--- src/hdl/pnp_pkg.sv ---
// Package for the pixel normalizer and planarizer: types, constants and helpers.
// Used by every module of the block; it depends on nothing else.
package pnp_pkg;

    // Frame size limits and field widths.
    localparam int MAX_WIDTH  = 2048;
    localparam int MAX_HEIGHT = 2048;
    localparam int DIM_W      = 12;
    localparam int COL_W      = $clog2(MAX_WIDTH);
    localparam int ROW_W      = $clog2(MAX_HEIGHT);
    localparam int CMP_W      = ((COL_W > DIM_W) ? COL_W : DIM_W) + 1;
    localparam int PITCH_W    = 13;
    localparam int BYTE_W     = 8;
    localparam int NORM_W     = 40;
    localparam int MEAN_W     = 16;
    localparam int SCALE_W    = 24;
    localparam int ADDR_W     = 24;
    localparam int VALUE_W    = 32;
    localparam int DIFF_W     = BYTE_W + 8 + 1;
    localparam int PROD_W     = DIFF_W + SCALE_W;
    localparam int FRAC_SHIFT = 12;
    localparam int NUM_CH     = 3;
    localparam int CH_W       = 2;
    localparam logic [CH_W-1:0] CH_FIRST = CH_W'(0);
    localparam logic [CH_W-1:0] CH_LAST  = CH_W'(NUM_CH - 1);

    // Queue between the front and the back end.
    localparam int Q_DEPTH = 2;
    localparam int Q_AW    = $clog2(Q_DEPTH);
    localparam int Q_CW    = $clog2(Q_DEPTH + 1);

    // Layout register bits.
    localparam int LAYOUT_SWAP_BIT   = 0;
    localparam int LAYOUT_PLANAR_BIT = 1;

    // Configuration register indexes and reset values.
    localparam int CFG_IDX_W = 3;
    typedef enum logic [CFG_IDX_W-1:0] {
        CFG_NORM0,
        CFG_NORM1,
        CFG_NORM2,
        CFG_LAYOUT,
        CFG_WIDTH,
        CFG_HEIGHT,
        CFG_PITCH
    } t_cfg_idx;

    localparam logic [DIM_W-1:0]   RST_WIDTH  = DIM_W'(640);
    localparam logic [DIM_W-1:0]   RST_HEIGHT = DIM_W'(640);
    localparam logic [PITCH_W-1:0] RST_PITCH  = PITCH_W'(1920);

    // One input pixel as stored in memory.
    typedef struct packed {
        logic [BYTE_W-1:0] byte_zero;
        logic [BYTE_W-1:0] byte_one;
        logic [BYTE_W-1:0] byte_two;
    } t_pixel;

    // One normalized channel value with its destination.
    typedef struct packed {
        logic [ADDR_W-1:0]         element_address;
        logic signed [VALUE_W-1:0] channel_value;
        logic [CH_W-1:0]           channel_index;
        logic                      last_of_pixel;
        logic                      frame_end;
    } t_result;

    // Configuration as seen by the front and back end, sizes already clamped.
    typedef struct packed {
        logic [NUM_CH-1:0][NORM_W-1:0] norm;
        logic                          swap;
        logic                          planar;
        logic [DIM_W-1:0]              width;
        logic [DIM_W-1:0]              height;
        logic [PITCH_W-1:0]            pitch;
    } t_cfg;

    // A classified pixel waiting for the back end.
    typedef struct packed {
        logic [NUM_CH-1:0][BYTE_W-1:0] chan_byte;
        logic [COL_W-1:0]              col;
        logic [ROW_W-1:0]              row;
        logic                          frame_end;
    } t_job;

    // Queue fill status.
    typedef struct packed {
        logic full;
        logic empty;
    } t_q_status;

    // Clamp a frame dimension to 1..maxv; zero acts as one.
    function automatic logic [DIM_W-1:0] clamp_dim(input logic [DIM_W-1:0] v,
                                                   input int maxv);
        logic [DIM_W-1:0] r;
        r = v;
        if (v == '0) begin
            r = DIM_W'(1);
        end else if (int'(v) > maxv) begin
            r = DIM_W'(maxv);
        end
        return r;
    endfunction

endpackage

--- src/hdl/pnp_front.sv ---
// Front end: accepts pixels, orders their bytes per channel and tracks the raster position.
// Depends on pnp_pkg; feeds pnp_queue.
module pnp_front (
    input  logic               i_clk,
    input  logic               i_rst_n,
    input  logic               i_valid,
    output logic               o_ready,
    input  pnp_pkg::t_pixel    i_pixel,
    input  pnp_pkg::t_cfg      i_cfg,
    input  pnp_pkg::t_q_status i_q_status,
    output logic               o_push,
    output pnp_pkg::t_job      o_job
);
    import pnp_pkg::*;

    logic [COL_W-1:0] r_col, n_col;
    logic [ROW_W-1:0] r_row, n_row;
    logic             col_last;
    logic             row_last;
    logic             accept;

    // A request is taken whenever the queue has room.
    assign o_ready = !i_q_status.full;
    assign accept  = i_valid && o_ready;
    assign o_push  = accept;

    // End of row and end of frame tests, also true past a shrunken size.
    assign col_last = CMP_W'(r_col) >= (CMP_W'(i_cfg.width) - CMP_W'(1));
    assign row_last = CMP_W'(r_row) >= (CMP_W'(i_cfg.height) - CMP_W'(1));

    // Build the job: bytes in output channel order plus position.
    always_comb begin
        o_job.chan_byte[1] = i_pixel.byte_one;
        if (i_cfg.swap) begin
            o_job.chan_byte[0] = i_pixel.byte_two;
            o_job.chan_byte[2] = i_pixel.byte_zero;
        end else begin
            o_job.chan_byte[0] = i_pixel.byte_zero;
            o_job.chan_byte[2] = i_pixel.byte_two;
        end
        o_job.col       = r_col;
        o_job.row       = r_row;
        o_job.frame_end = col_last && row_last;
    end

    // Raster counters advance once per accepted pixel.
    always_comb begin
        n_col = r_col;
        n_row = r_row;
        if (accept) begin
            if (col_last) begin
                n_col = '0;
                n_row = row_last ? '0 : ROW_W'(r_row + ROW_W'(1));
            end else begin
                n_col = COL_W'(r_col + COL_W'(1));
            end
        end
    end

    always_ff @(posedge i_clk) begin
        if (!i_rst_n) begin
            r_col <= '0;
            r_row <= '0;
        end else begin
            r_col <= n_col;
            r_row <= n_row;
        end
    end

endmodule

--- src/hdl/pnp_queue.sv ---
// Short job queue that decouples the front end from the back end.
// Depends on pnp_pkg.
module pnp_queue (
    input  logic               i_clk,
    input  logic               i_rst_n,
    input  logic               i_push,
    input  pnp_pkg::t_job      i_job,
    input  logic               i_pop,
    output pnp_pkg::t_q_status o_status,
    output pnp_pkg::t_job      o_job
);
    import pnp_pkg::*;

    t_job            r_mem [Q_DEPTH];
    logic [Q_AW-1:0] r_wptr;
    logic [Q_AW-1:0] r_rptr;
    logic [Q_CW-1:0] r_count;

    assign o_status.full  = (r_count == Q_CW'(Q_DEPTH));
    assign o_status.empty = (r_count == '0);
    assign o_job          = r_mem[r_rptr];

    // Entry storage.
    always_ff @(posedge i_clk) begin
        if (i_push) begin
            r_mem[r_wptr] <= i_job;
        end
    end

    // Pointers and fill count.
    always_ff @(posedge i_clk) begin
        if (!i_rst_n) begin
            r_wptr  <= '0;
            r_rptr  <= '0;
            r_count <= '0;
        end else begin
            if (i_push) begin
                r_wptr <= Q_AW'(r_wptr + Q_AW'(1));
            end
            if (i_pop) begin
                r_rptr <= Q_AW'(r_rptr + Q_AW'(1));
            end
            if (i_push && !i_pop) begin
                r_count <= Q_CW'(r_count + Q_CW'(1));
            end else if (i_pop && !i_push) begin
                r_count <= Q_CW'(r_count - Q_CW'(1));
            end
        end
    end

endmodule

--- src/hdl/pnp_back.sv ---
// Back end: steps through the three channels of each job, computing address and value.
// Depends on pnp_pkg; drains pnp_queue and owns the output register.
module pnp_back (
    input  logic               i_clk,
    input  logic               i_rst_n,
    input  pnp_pkg::t_cfg      i_cfg,
    input  pnp_pkg::t_q_status i_q_status,
    input  pnp_pkg::t_job      i_job,
    output logic               o_pop,
    output logic               o_valid,
    input  logic               i_ready,
    output pnp_pkg::t_result   o_result
);
    import pnp_pkg::*;

    logic                          r_busy;
    logic [CH_W-1:0]               r_ch;
    logic [NUM_CH-1:0][BYTE_W-1:0] r_bytes;
    logic                          r_frame_end;
    logic [ADDR_W-1:0]             r_addr;
    logic [ADDR_W-1:0]             r_plane;
    logic                          r_out_valid;
    t_result                       r_out;

    logic                      emit;
    logic                      last;
    logic [PITCH_W-1:0]        row_mul;
    logic [ADDR_W-1:0]         col_term;
    logic [ADDR_W-1:0]         base;
    logic [ADDR_W-1:0]         addr_step;
    logic [BYTE_W-1:0]         src_byte;
    logic [NORM_W-1:0]         norm;
    logic signed [DIFF_W-1:0]  diff;
    logic signed [SCALE_W-1:0] scale;
    logic signed [PROD_W-1:0]  prod;
    logic [VALUE_W-1:0]        value;

    // Sequencer handshake: one channel per cycle while the output can take it.
    assign emit  = r_busy && (!r_out_valid || i_ready);
    assign last  = (r_ch == CH_LAST);
    assign o_pop = !i_q_status.empty && (!r_busy || (emit && last));

    // Start address of a job: row times stride plus the column offset.
    always_comb begin
        if (i_cfg.planar) begin
            row_mul  = PITCH_W'(i_cfg.width);
            col_term = ADDR_W'(i_job.col);
        end else begin
            row_mul  = i_cfg.pitch;
            col_term = ADDR_W'(i_job.col) + (ADDR_W'(i_job.col) << 1);
        end
        base = ADDR_W'(ADDR_W'(i_job.row) * ADDR_W'(row_mul)) + col_term;
    end

    // Between channels the address moves by one plane or by one element.
    assign addr_step = i_cfg.planar ? r_plane : ADDR_W'(1);

    // Channel operands.
    always_comb begin
        case (r_ch)
            2'd0: begin
                src_byte = r_bytes[0];
                norm     = i_cfg.norm[0];
            end
            2'd1: begin
                src_byte = r_bytes[1];
                norm     = i_cfg.norm[1];
            end
            2'd2: begin
                src_byte = r_bytes[2];
                norm     = i_cfg.norm[2];
            end
            default: begin
                src_byte = '0;
                norm     = '0;
            end
        endcase
    end

    // Mean subtraction, scaling and floor shift down to Q16.16.
    always_comb begin
        diff  = $signed({1'b0, src_byte, 8'h00}) -
                $signed({1'b0, norm[NORM_W-1 -: MEAN_W]});
        scale = $signed(norm[SCALE_W-1:0]);
        prod  = PROD_W'(diff) * PROD_W'(scale);
        value = {{(VALUE_W - (PROD_W - FRAC_SHIFT)){prod[PROD_W-1]}},
                 prod[PROD_W-1:FRAC_SHIFT]};
    end

    // Plane size follows the configuration.
    always_ff @(posedge i_clk) begin
        r_plane <= ADDR_W'(i_cfg.height) * ADDR_W'(i_cfg.width);
    end

    // Job registers.
    always_ff @(posedge i_clk) begin
        if (o_pop) begin
            r_bytes     <= i_job.chan_byte;
            r_frame_end <= i_job.frame_end;
            r_addr      <= base;
        end else if (emit) begin
            r_addr <= ADDR_W'(r_addr + addr_step);
        end
    end

    // Channel sequencer control.
    always_ff @(posedge i_clk) begin
        if (!i_rst_n) begin
            r_busy <= 1'b0;
            r_ch   <= CH_FIRST;
        end else if (o_pop) begin
            r_busy <= 1'b1;
            r_ch   <= CH_FIRST;
        end else if (emit) begin
            r_busy <= !last;
            r_ch   <= last ? CH_FIRST : CH_W'(r_ch + CH_W'(1));
        end
    end

    // Output register.
    always_ff @(posedge i_clk) begin
        if (!i_rst_n) begin
            r_out_valid <= 1'b0;
        end else if (emit) begin
            r_out_valid <= 1'b1;
        end else if (i_ready) begin
            r_out_valid <= 1'b0;
        end
    end

    always_ff @(posedge i_clk) begin
        if (emit) begin
            r_out.element_address <= r_addr;
            r_out.channel_value   <= $signed(value);
            r_out.channel_index   <= r_ch;
            r_out.last_of_pixel   <= last;
            r_out.frame_end       <= last && r_frame_end;
        end
    end

    assign o_valid  = r_out_valid;
    assign o_result = r_out;

endmodule

--- src/hdl/pixel_normalize_and_planarize.sv ---
// Top level of the pixel normalizer and planarizer: configuration registers and wiring.
// Depends on pnp_pkg, pnp_front, pnp_queue and pnp_back.

// Each accepted three-byte pixel produces three results, channel 0, 1 and 2 in that
// order, each carrying a Q16.16 value and its destination element address (planar or
// interleaved layout). The back end's channel sequencer emits one result per cycle
// while the output can take it, and takes the next pixel's job with its last channel.
// A pixel passes through the queue, the job registers and the output register before
// its first result appears. A two-entry queue sits between the pixel input and the
// sequencer, and the output is registered, so new pixels are taken while results wait.
// Configuration writes also reach queued pixels and must be made while the block is idle.
module pixel_normalize_and_planarize (
    input  logic                                i_clk,
    input  logic                                i_rst_n,
    input  logic                                i_valid,
    output logic                                o_ready,
    input  pnp_pkg::t_pixel                     i_pixel,
    output logic                                o_valid,
    input  logic                                i_ready,
    output pnp_pkg::t_result                    o_result,
    input  logic                                i_cfg_valid,
    output logic                                o_cfg_ready,
    input  logic [pnp_pkg::CFG_IDX_W-1:0]       i_cfg_index,
    input  logic [pnp_pkg::NORM_W-1:0]          i_cfg_data
);
    import pnp_pkg::*;

    logic [NUM_CH-1:0][NORM_W-1:0] r_norm;
    logic [1:0]                    r_layout;
    logic [DIM_W-1:0]              r_width;
    logic [DIM_W-1:0]              r_height;
    logic [PITCH_W-1:0]            r_pitch;

    t_cfg      cfg;
    t_q_status q_status;
    t_job      push_job;
    t_job      head_job;
    logic      push;
    logic      pop;

    // Configuration writes are always taken.
    assign o_cfg_ready = 1'b1;

    always_ff @(posedge i_clk) begin
        if (!i_rst_n) begin
            r_norm   <= '0;
            r_layout <= '0;
            r_width  <= RST_WIDTH;
            r_height <= RST_HEIGHT;
            r_pitch  <= RST_PITCH;
        end else if (i_cfg_valid) begin
            case (i_cfg_index)
                CFG_NORM0:  r_norm[0] <= i_cfg_data;
                CFG_NORM1:  r_norm[1] <= i_cfg_data;
                CFG_NORM2:  r_norm[2] <= i_cfg_data;
                CFG_LAYOUT: r_layout  <= i_cfg_data[1:0];
                CFG_WIDTH:  r_width   <= i_cfg_data[DIM_W-1:0];
                CFG_HEIGHT: r_height  <= i_cfg_data[DIM_W-1:0];
                CFG_PITCH:  r_pitch   <= i_cfg_data[PITCH_W-1:0];
                default:    ;
            endcase
        end
    end

    // Effective configuration with frame sizes clamped to the supported range.
    always_comb begin
        cfg.norm   = r_norm;
        cfg.swap   = r_layout[LAYOUT_SWAP_BIT];
        cfg.planar = r_layout[LAYOUT_PLANAR_BIT];
        cfg.width  = clamp_dim(r_width, MAX_WIDTH);
        cfg.height = clamp_dim(r_height, MAX_HEIGHT);
        cfg.pitch  = r_pitch;
    end

    pnp_front u_front (
        .i_clk      (i_clk),
        .i_rst_n    (i_rst_n),
        .i_valid    (i_valid),
        .o_ready    (o_ready),
        .i_pixel    (i_pixel),
        .i_cfg      (cfg),
        .i_q_status (q_status),
        .o_push     (push),
        .o_job      (push_job)
    );

    pnp_queue u_queue (
        .i_clk    (i_clk),
        .i_rst_n  (i_rst_n),
        .i_push   (push),
        .i_job    (push_job),
        .i_pop    (pop),
        .o_status (q_status),
        .o_job    (head_job)
    );

    pnp_back u_back (
        .i_clk      (i_clk),
        .i_rst_n    (i_rst_n),
        .i_cfg      (cfg),
        .i_q_status (q_status),
        .i_job      (head_job),
        .o_pop      (pop),
        .o_valid    (o_valid),
        .i_ready    (i_ready),
        .o_result   (o_result)
    );

    // The last-of-pixel flag marks exactly the final channel.
    a_last_marks_final_channel: assert property (@(posedge i_clk) disable iff (!i_rst_n)
        o_valid |-> (o_result.last_of_pixel == (o_result.channel_index == CH_LAST)))
        else $error("last_of_pixel does not match the channel index");

    // A frame end only ever comes with the last channel of a pixel.
    a_frame_end_on_last: assert property (@(posedge i_clk) disable iff (!i_rst_n)
        (o_valid && o_result.frame_end) |-> o_result.last_of_pixel)
        else $error("frame_end on a result that is not the last of its pixel");

    // After channel 0 is taken the next result shown is channel 1.
    a_channel_order_first: assert property (@(posedge i_clk) disable iff (!i_rst_n)
        (o_valid && i_ready && (o_result.channel_index == CH_FIRST))
        |=> (!o_valid || (o_result.channel_index == CH_W'(1))))
        else $error("channel 1 did not follow channel 0");

    // A queue that is full never accepts a new request.
    a_no_push_when_full: assert property (@(posedge i_clk) disable iff (!i_rst_n)
        q_status.full |-> !(i_valid && o_ready))
        else $error("pixel request accepted with the queue full");

endmodule

--- config.mk ---
export PLATFORM = sky130hd
export DESIGN_NAME = pixel_normalize_and_planarize
export DESIGN_NICKNAME = d
export VERILOG_FILES = /design/src/hdl/pnp_pkg.sv /design/src/hdl/pnp_front.sv /design/src/hdl/pnp_queue.sv /design/src/hdl/pnp_back.sv /design/src/hdl/pixel_normalize_and_planarize.sv
export SDC_FILE = /design/constraint.sdc
export NUM_CORES = 2
export LEC_CHECK = 0
export ABC_AREA = 1
export BUFFER_PORTS_ARGS = -buffer_cell sky130_fd_sc_hd__buf_2
export CORE_MARGIN = 10
export CORE_UTILIZATION = 45
export DETAILED_ROUTE_END_ITERATION = 8
export PLACE_DENSITY = 0.6
export SLEW_MARGIN = 20
export SYNTH_ARGS = -nofsm -noshare
export SYNTH_HDL_FRONTEND = slang
export SYNTH_SLANG_ARGS = --single-unit
--- constraint.sdc ---
create_clock -name i_clk -period 10.08 [get_ports i_clk]
set_clock_uncertainty 0.2 [all_clocks]
set_input_delay 1.008 -clock i_clk [delete_from_list [all_inputs] [get_ports i_clk]]
set_output_delay 1.008 -clock i_clk [all_outputs]
set_load 0.02 [all_outputs]
==> results.sh <==
export IMPL_status="completed"
export IMPL_dr_pass1_iters=6
export IMPL_cap_violations=0
export IMPL_multi_input_area_um2=28250
export IMPL_crit_slowest_cell="or2_1"
export IMPL_netlist_area_um2=43220
export IMPL_via_per_inst=5.310
export IMPL_clk_path_buf_depth=3
export IMPL_worst_slew_pin_transition_ns=1.150
export IMPL_synthCells=5255
export IMPL_yosysUniqueCellTypes=55
export IMPL_crit_path_end_kind="flip-flop"
export IMPL_min_path_cells=1
export IMPL_cts_resized=0
export IMPL_synth_seq_cells=414
export IMPL_cts_made_buffers=48
export IMPL_drc=0
export IMPL_rsz0062_at_grt="no"
export IMPL_async_reset_ff_frac=0
export IMPL_rows=113
export IMPL_rr_worst_depth=35
export IMPL_min_period_ns=9.442
export IMPL_dp_hpwl_um=101900
export IMPL_r2r_end="u_back.o_result[24]"
export IMPL_design_die_area_um2=108800
export IMPL_grt_pass1_vias=34095
export IMPL_reg2reg_slack_ns=0.64
export IMPL_ff_latch_area_um2=10290
export IMPL_grt_pass1_wl_um=199200
export IMPL_htreeDepth=2
export IMPL_io_buffers=133
export IMPL_die_y_um=329.9
export IMPL_first_iter_violations=3536
export IMPL_synth_edf_count=200
export IMPL_ios=135
export IMPL_critPathLaunchType="flip-flop"
export IMPL_worst_skew_pair_late_latency_ns=0.64
export IMPL_initial_core_util=0.4542
export IMPL_tritoncts="built"
export IMPL_die_width_um=329.9
export IMPL_arrival_ns=9.59
export IMPL_grtUsageTotal=0.2342
export IMPL_place_congestion=0.9569
export IMPL_postCtsHoldBufs=0
export IMPL_max_slew_margin=0.2331
export IMPL_ant_nets=0
export IMPL_clk_pin_slew_ns=0.07
export IMPL_drive_gt1_frac=0.06027
export IMPL_grt_use_met2=0.3271
export IMPL_reg2reg_from="u_back.r_ch[0]"
export IMPL_grt_overflow=0
export IMPL_vias=35191
export IMPL_cp_required_ns=10.23
export IMPL_slew_violations=0
export IMPL_fin_crit_sh=0.9367
export IMPL_grt_max_degree=88
export IMPL_cts_sinks=414
export IMPL_cpPeakStageDelay_ns=0.71
export IMPL_post_drt_wl_per_cell_um=19.16
export IMPL_post_cts_buffers=0
export IMPL_met1_usage=0.3582
export IMPL_area_delta_synth_final_pct=8.288
export IMPL_critPathMaxFanout=19
export IMPL_grt_met3_usage=0.05997
export IMPL_yosysSeqAreaShare=0.2381
export IMPL_finalSetupTns_ns=0
export IMPL_crit_type="reg -> reg"
export IMPL_ys_flop_type="dfxtp_1"
export IMPL_core_um2=95150
export IMPL_hold_viol=0
export IMPL_fmax_ghz=0.1059
export IMPL_crit_top_cell="nand2_1"
export IMPL_root_buffer="clkbuf_16"
export IMPL_holdCritStartpoint="u_queue.r_rptr"
export IMPL_yosysWarnings=0
export IMPL_utilization=0.4919
export IMPL_wl_um=127000
export IMPL_nFillCells=9212
export IMPL_antenna_found_initial=11
export IMPL_nets=6294
export IMPL_synth_avg_cell_area_um2=8.224
export IMPL_finalSetupViolations=0
export IMPL_grt_busiest_layer="met1"
export IMPL_hold_path_class="reg -> reg"
export IMPL_syn_nets=6228
==> worst max-delay path by stage <==
stage	end	start	slack, ns	depth (start not counted)
floorplan	u_back.o_result[23]	u_back.r_ch[1]	2.53	36
global placement	u_back.o_result[16]	u_back.r_ch[0]	0.93	32
detailed placement	u_back.o_result[32]	u_back.r_ch[0]	0.82	35
CTS	u_back.o_result[32]	u_back.r_ch[0]	0.81	35
global route	u_back.o_result[24]	u_back.r_ch[0]	0.28	35
finish	u_back.o_result[24]	u_back.r_ch[0]	0.64	35
==> metrics by stage <==
step	setup slack, ns	hold WS [ns]	std cells	area, um2
after floorplan	2.529	0.2236	5255	43220
after global placement	0.9311	0.2246	6536	45170
after detailed placement	0.8241	0.2315	6536	45170
after CTS	0.8115	0.2230	6624	46790
after global routing	0.2823	0.2518	6626	46800
final	0.6383	0.2201	6627	46800
==> sequential cells by signal (all words and copies together) (netlist names), 2 cells and up, named ones only <==
signal / cells
cfg: 120
r_height: 12
r_layout: 2
r_pitch: 13
r_width: 12
u_back.o_result: 57
u_back.r_addr: 24
u_back.r_bytes: 24
u_back.r_ch: 2
u_back.r_plane: 24
u_front.r_col: 11
u_front.r_row: 11
u_queue.r_count: 2
u_queue.r_mem: 94
==> area by class of cell <==
cell class / count / area share
clock buffer: 60 / 0.02751
multi-input combinational: 3610 / 0.6035
timing repair buffer: 187 / 0.02294
sequential: 414 / 0.2199
tap: 1265 / 0.03382
antenna: 3 / 0.0001604
inverter: 1060 / 0.08507
clock inverter: 28 / 0.007058
==> cells in the mapped netlist (15+ instances only) <==
cell      number  share of area
inv_1       1039          0.090
nand2_1     1023          0.089
fa_1         614           0.28
nor2_1       578          0.050
o21ai_0      325          0.038
ha_1         287          0.083
a21oi_1      256          0.030
dfxtp_1      214          0.099
edfxtp_1     200           0.14
nand3_1      195          0.023
clkbuf_1     123          0.011
xor2_1        71          0.014
nor3_1        34         0.0039
buf_2         24         0.0028
xnor2_1       23         0.0047
nand4_1       21         0.0030
o21ai_1       16         0.0019
a21o_1        15         0.0026
or2_2         15         0.0022
==> worst max-delay path, delay by kind of cell, from the launching register on <==
kind	cells	cell delay, ns
compound gates	6	1.34
flops	1	0.55
buf+inv	6	0.49
simple gates	15	2.98
fa+ha+maj	8	3.59
==> logic make-up (layout without fill, tap and decap cells) <==
kind of cell	count (synthesis)	count (layout)	synth area share
and+or+nand+nor	1912	1912	0.1780
other	1	4	0.00008677
buffers and inverters	1231	1335	0.1092
AOI/OAI and AO/OA	702	702	0.08807
xor gates and xnor gates	94	94	0.01905
adders and majority gates	901	901	0.3675
DFF	414	414	0.2381
==> cells in the final DEF, fill, tap and decap left out, drive strengths merged, types with 3 or more instances in the layout <==
master,synthesis,final
inv,1046,1052
nand2,1032,1032
fa,614,614
nor2,585,585
o21ai,342,342
ha,287,287
a21oi,260,260
dfxtp,214,214
edfxtp,200,200
nand3,196,196
buf,48,187
xor2,71,71
clkbuf,123,60
nor3,35,35
clkinv,14,29
xnor2,23,23
nand4,21,21
or2,18,18
a21o,15,15
o21bai,12,12
nand3b,12,12
a211oi,11,11
o211ai,11,11
nor4,10,10
a22o,9,9
o21a,9,9
o22ai,8,8
a31oi,8,8
bufinv,0,5
o31ai,4,4
diode,0,3
a21boi,3,3
==> layer usage <==
metal  wire length [um]  up-vias
met2              51460     1374
met1              58970    17280
met4               2705       14
li1                   -    16369
met5                 87        -
met3              13760      154
Power is left out: the tool's default activity adds up to more than one toggle a clock period on the data nets, which glitch-free logic cannot reach.
